==> src/hdl/hpt_pkg.sv <==
// Shared types, constants and helpers for the homogeneous point transform.
// Used by every module of the block; depends on nothing.
`timescale 1ns / 1ps

package hpt_pkg;

    localparam int NUM_REGS = 8;
    localparam int REG_W    = 64;
    localparam int COEF_W   = 32;
    localparam int IDX_W    = 3;

    // Identity matrix, 1.0 on the diagonal in Q16.16.
    localparam logic [REG_W-1:0] MAT_R0_C01_RST = 64'h0000_0000_0001_0000;
    localparam logic [REG_W-1:0] MAT_R0_C23_RST = 64'h0000_0000_0000_0000;
    localparam logic [REG_W-1:0] MAT_R1_C01_RST = 64'h0001_0000_0000_0000;
    localparam logic [REG_W-1:0] MAT_R1_C23_RST = 64'h0000_0000_0000_0000;
    localparam logic [REG_W-1:0] MAT_R2_C01_RST = 64'h0000_0000_0000_0000;
    localparam logic [REG_W-1:0] MAT_R2_C23_RST = 64'h0000_0000_0001_0000;
    localparam logic [REG_W-1:0] MAT_R3_C01_RST = 64'h0000_0000_0000_0000;
    localparam logic [REG_W-1:0] MAT_R3_C23_RST = 64'h0001_0000_0000_0000;

    // Control that travels down the pipeline beside each item.
    typedef struct packed {
        logic       valid;
        logic       w_zero;
        logic [2:0] sgn;     // sign of the quotient before the zero check
    } hpt_ctrl_t;

    // Picks one signed coefficient out of a register holding two of them.
    function automatic logic signed [COEF_W-1:0] coef_of(
        input logic [REG_W-1:0] reg_word,
        input logic             odd
    );
        logic signed [COEF_W-1:0] half;
        half = odd ? reg_word[REG_W-1:COEF_W] : reg_word[COEF_W-1:0];
        return half;
    endfunction

endpackage

==> src/hdl/hpt_div_stage.sv <==
// One restoring-division stage: settles quotient bit SHIFT for all three coordinates.
// Uses hpt_pkg for the control struct.
`timescale 1ns / 1ps

module hpt_div_stage #(
    parameter int CW    = 32,
    parameter int MW    = 83,
    parameter int RW    = 116,
    parameter int SHIFT = 0
) (
    input  logic                  clk,
    input  logic                  rst_n,
    input  hpt_pkg::hpt_ctrl_t    ctrl_in,
    input  logic [2:0][RW-1:0]    rem_in,
    input  logic [2:0][CW:0]      quo_in,
    input  logic [MW-1:0]         den_in,
    output hpt_pkg::hpt_ctrl_t    ctrl_out,
    output logic [2:0][RW-1:0]    rem_out,
    output logic [2:0][CW:0]      quo_out,
    output logic [MW-1:0]         den_out
);

    logic [RW-1:0]       dsh;
    logic [2:0][RW-1:0]  rem_next;
    logic [2:0][CW:0]    quo_next;
    hpt_pkg::hpt_ctrl_t  ctrl_reg;
    logic [2:0][RW-1:0]  rem_reg;
    logic [2:0][CW:0]    quo_reg;
    logic [MW-1:0]       den_reg;

    assign dsh = RW'(den_in) << SHIFT;

    always_comb
    begin
        for (int k = 0; k < 3; k++)
        begin
            rem_next[k] = rem_in[k];
            quo_next[k] = quo_in[k];
            if (rem_in[k] >= dsh)
            begin
                rem_next[k]        = rem_in[k] - dsh;
                quo_next[k][SHIFT] = 1'b1;
            end
        end
    end

    always_ff @(posedge clk)
    begin
        rem_reg <= rem_next;
        quo_reg <= quo_next;
        den_reg <= den_in;
    end

    always_ff @(posedge clk or negedge rst_n)
    begin
        if (!rst_n)
        begin
            ctrl_reg <= '0;
        end
        else
        begin
            ctrl_reg <= ctrl_in;
        end
    end

    assign ctrl_out = ctrl_reg;
    assign rem_out  = rem_reg;
    assign quo_out  = quo_reg;
    assign den_out  = den_reg;

endmodule

==> config.mk <==
export PLATFORM = sky130hd
export DESIGN_NAME = hpt_div_stage
export DESIGN_NICKNAME = d
export VERILOG_FILES = /design/src/hdl/hpt_pkg.sv /design/src/hdl/hpt_div_stage.sv
export SDC_FILE = /design/constraint.sdc
export NUM_CORES = 1
export LEC_CHECK = 0
export BUFFER_PORTS_ARGS = -buffer_cell sky130_fd_sc_hd__buf_2
export CORE_AREA = 2 2 412 414
export CTS_CLUSTER_DIAMETER = 150
export CTS_CLUSTER_SIZE = 28
export DETAILED_ROUTE_END_ITERATION = 10
export DIE_AREA = 0 0 414 416
export SYNTH_ARGS = -nofsm -noshare
export SYNTH_HDL_FRONTEND = slang
export SYNTH_SLANG_ARGS = --single-unit
==> constraint.sdc <==
create_clock -name clk -period 0.8 [get_ports clk]
set_input_delay 0.04 -clock clk [delete_from_list [all_inputs] [get_ports clk]]
set_output_delay 0.04 -clock clk [all_outputs]
set_load 0.02 [all_outputs]
; ---- Yosys cells after proc, flatten, opt, wreduce, memory -nomap -nowiden
; Index checks and enable logic that the tools add are counted.
[totals]
register_bits = 535
input_bits = 537
output_inout_bits = 535
wordCells = 22
[op_classes]
add_sub_neg = 3
magnitude_cmp = 3
n_mux = 3
[op_table]
columns = op, count
row1 = $ge 116x83->1, 3
row2 = $mux 116, 3
row3 = $sub 116x83->116, 3

; ---- Logic depth before layout (Yosys ltp)
[logic_depth]
ltp_word = 2
depth_mapped = 17
mapped_depth_nobuf = 14

; ---- Least setup slack after synthesis
; Ideal clock, no wire load.
[synth_timing]
path_kind = input-to-reg
from = input port rem_in[0] (netlist name)
to = register rem_reg (netlist bit rem_out[113])
setup_ps = 72
arrival_time_ps = 3303
required_ps = 728
path_slack_ps = -2575
path_stages = 15
n_path_buf = 1
path_cell_list = inv_1 > ha_1 > fa_1 > nand2b_1 > a211oi_1 > a211oi_1 > o41ai_1 > a211oi_1 > o21ai_2 > a31o_2 > buf_2 > nand3b_1 > or3_1 > nor3_1 > xor2_1
[synth_rtl]
columns = item, line_no
row1 = from (decl), hpt_div_stage.sv:14  ; input logic [2:0][RW-1:0] rem_in,
row2 = to (signal assigned), hpt_div_stage.sv:49  ; rem_reg <= rem_next;
row3 = to (decl), hpt_div_stage.sv:27  ; logic [2:0][RW-1:0] rem_reg;

==> metrics <==
status=complete, but fails checks; failing checks=hold timing, setup timing; vias in the first global route=47156; Internal=60.5 mW; Final Hold Viols=80; Vias=47139; Yosys reg bits=535; post-synthesis sequential area ratio=0.328; clock network power share=0.191; HP Class=primary input to register; final setup vio count=886; largest net degree at the start of global routing=56; total global routing overflow=0; CTS root buf=clkbuf_16; Slowest Stage Delay on Critical Path=0.57 ns; Critical path buffers and inverters=8; crit path cell chain=buf_2, dlygate4sd3_1, or4_4, or4_4, nor2_4, buf_4, and4_1, o311a_1, o21ai_2, buf_4, buf_6, a31oi_4, buf_12, clkbuf_16, buf_4, o21ai_4; Avg Vias per Cell=4.72; Starting Density=0.195; Synth top area share=0.324; Max clock buf depth=3; Synth Cell Area=0.0327 mm^2; Min Hold Slack=-0.569 ns; Critical Path Sink Type=register; Leakage=32.4 nW; switching power=40.7 mW; IO Count=1072; pre-CTS setup slack=-3.26 ns; port bufs=1071; initial DRC count=2958; Final Util=0.422; drt pass-1 iters=5; Yosys top cell by area=dfxtp_1; Tcrit/Tclk final=3.73; Power Total=101 mW; Rel. slew slack=0.464; Slowest cell on crit path=dlygate4sd3_1; Flop pwr share=0.317; Worst VDD drop=0.00206 V; final net count=8492; die width=414 um; Num CTS Buffers=29; RSZ-0062 raised after global routing=yes; Most used DFF post-synth=dfxtp_1; Startpoint Class=primary input; yosys warns=0; CTS tree=done; Die Y=416 um; initial antenna violation count=102; Synth cell types=87; Die ar.=0.172 mm^2; Post-synth EDFFs=0; Routed Antenna Nets=0; Post-route DRC=0; Final GP Congestion=0.994; # Max-Cap Violations=0; most numerous cell in the Yosys netlist=dfxtp_1; gr usage total=0.257; cells after synthesis=4192; DR WL/cell=24.6 um; switching part of the total=0.402; TNS Setup=-955.58 ns; Area growth syn-to-layout=117%; global-route wire length before repair=325 mm; setup ws final=-2.19 ns; Pins Over Slew Limit=0; P per Cell Area=1430 mW/mm^2; clock sinks=535; H-tree depth=1; Commonest cells post-synth=530 x dfxtp_1, 499 x nand2_1, 433 x a21oi_1, 352 x o21ai_0, 351 x nor2_1; CTS clk-pin slew, worst paths=0.13 ns; syn_nets=4981; asr flop ratio synth=0.00935; Worst Max-Slew Pin Slew=0.799 ns; crit path DAT=3.61 ns; Final HPWL DP=191 mm; # rows=151; core region area=0.168 mm^2; wirelength, routed=245 mm; Top cell by count, worst path=buf_4; CP Data Required Time=1.43 ns; crit path max fanout=6; cell family with most CP delay=buffers and inverters; share of layout cells above drive strength 1=0.510; minimum clock period=2.99 ns; max frequency=335 MHz; Mapped Avg Cell Area=7.81 um^2; Synth area leaders=dfxtp_1 32%, ha_1 9.5%, a21oi_1 6.6%; Comb pwr share=0.492; CP Class=primary input to register
-- area by class of cell --
type                       count  area [um^2]
fill                       16612        97200
timing repair buffer        3685        29100
multi-input combinational   3286        26400
sequential                   535        10700
tap                         2218         2780
inverter                     166          803
clock buffer                  31          743
clock inverter                15          246
antenna                       47          118
-- power by group through the flow --
stage / Clock, mW / Sequential (mW) / Combinational, mW
after floorplan: 0 / 36.8 / 13.9
after global placement: 0 / 32.7 / 41.8
after detailed placement: 0 / 32.7 / 41.8
after CTS: 20.1 / 32.1 / 46.4
after global routing: 20.6 / 32.3 / 52.4
final: 19.3 / 32.1 / 49.7
-- final timing paths --
| path | depth (start not counted) | from | slack, ns | end |
|---|---|---|---|---|
| worst max-delay path | 16 | rem_in[110] | -2.19 | rem_out[4] |
| max in group asynchronous | 3 | rst_n | 0.39 | ctrl_out[2] |
| worst min-delay path | 1 | den_in[0] | -0.57 | den_out[0] |
| min in group asynchronous | 3 | rst_n | 0.23 | ctrl_out[1] |
-- metal layers --
metal / vias to the layer above / routed length (um) / GRT usage
li1: 22055 / - / -
met1: 22714 / 96900 / 0.299
met2: 1772 / 116000 / 0.440
met3: 564 / 14800 / 0.0468
met4: 34 / 17100 / 0.153
met5: - / 218 / 0
-- stage by stage --
stage	area, um^2	std cells
2_1_floorplan	34600	4192
3_3_place_gp	54700	8991
3_5_place_dp	54700	8991
4_1_cts	65400	9763
5_1_grt	70900	9971
6_report	70900	9983
-- placed cells by master (no fill, tap or decap), types with 99 or more instances in the layout --
cell | netlist | final
dfxtp_1 | 530 | 530
o21ai_0 | 352 | 141
a21oi_1 | 433 | 330
nand4_1 | 147 | 147
dlygate4sd3_1 | 0 | 662
buf_4 | 0 | 1707
a21o_1 | 103 | 103
ha_4 | 0 | 99
nand2_1 | 499 | 372
nor2_1 | 351 | 309
buf_6 | 1 | 127
xor2_1 | 149 | 140
xnor2_1 | 186 | 170
buf_2 | 18 | 1043
inv_1 | 166 | 118
ha_1 | 249 | 146
-- repair_timing --
| action | CTS | global route |
|---|---|---|
| setup buffers | 110 | 126 |
| endpoints found under the setup margin | 886 | 886 |
| hold buffers | 628 | 76 |
| pin swaps | 184 | 306 |
| hold endpoints to repair | 540 | 133 |
| gates resized for setup | 478 | 753 |
| cloned | 9 | 39 |
-- sequential cells by signal (all words and copies together) (netlist names) --
name	cells
rem_out	348
quo_out	99
den_out	83
ctrl_out	5
-- kinds of logic after synthesis --
kind of cell | share of synthesized area
and+or+nand+nor | 0.209
AOI/OAI and AO/OA | 0.229
DFF | 0.328
buffers and inverters | 0.0435
xor gates and xnor gates | 0.0901
adders and majority gates | 0.0970
muxes | 0.00375
No activity file was read; power rests on OpenSTA's default activity.
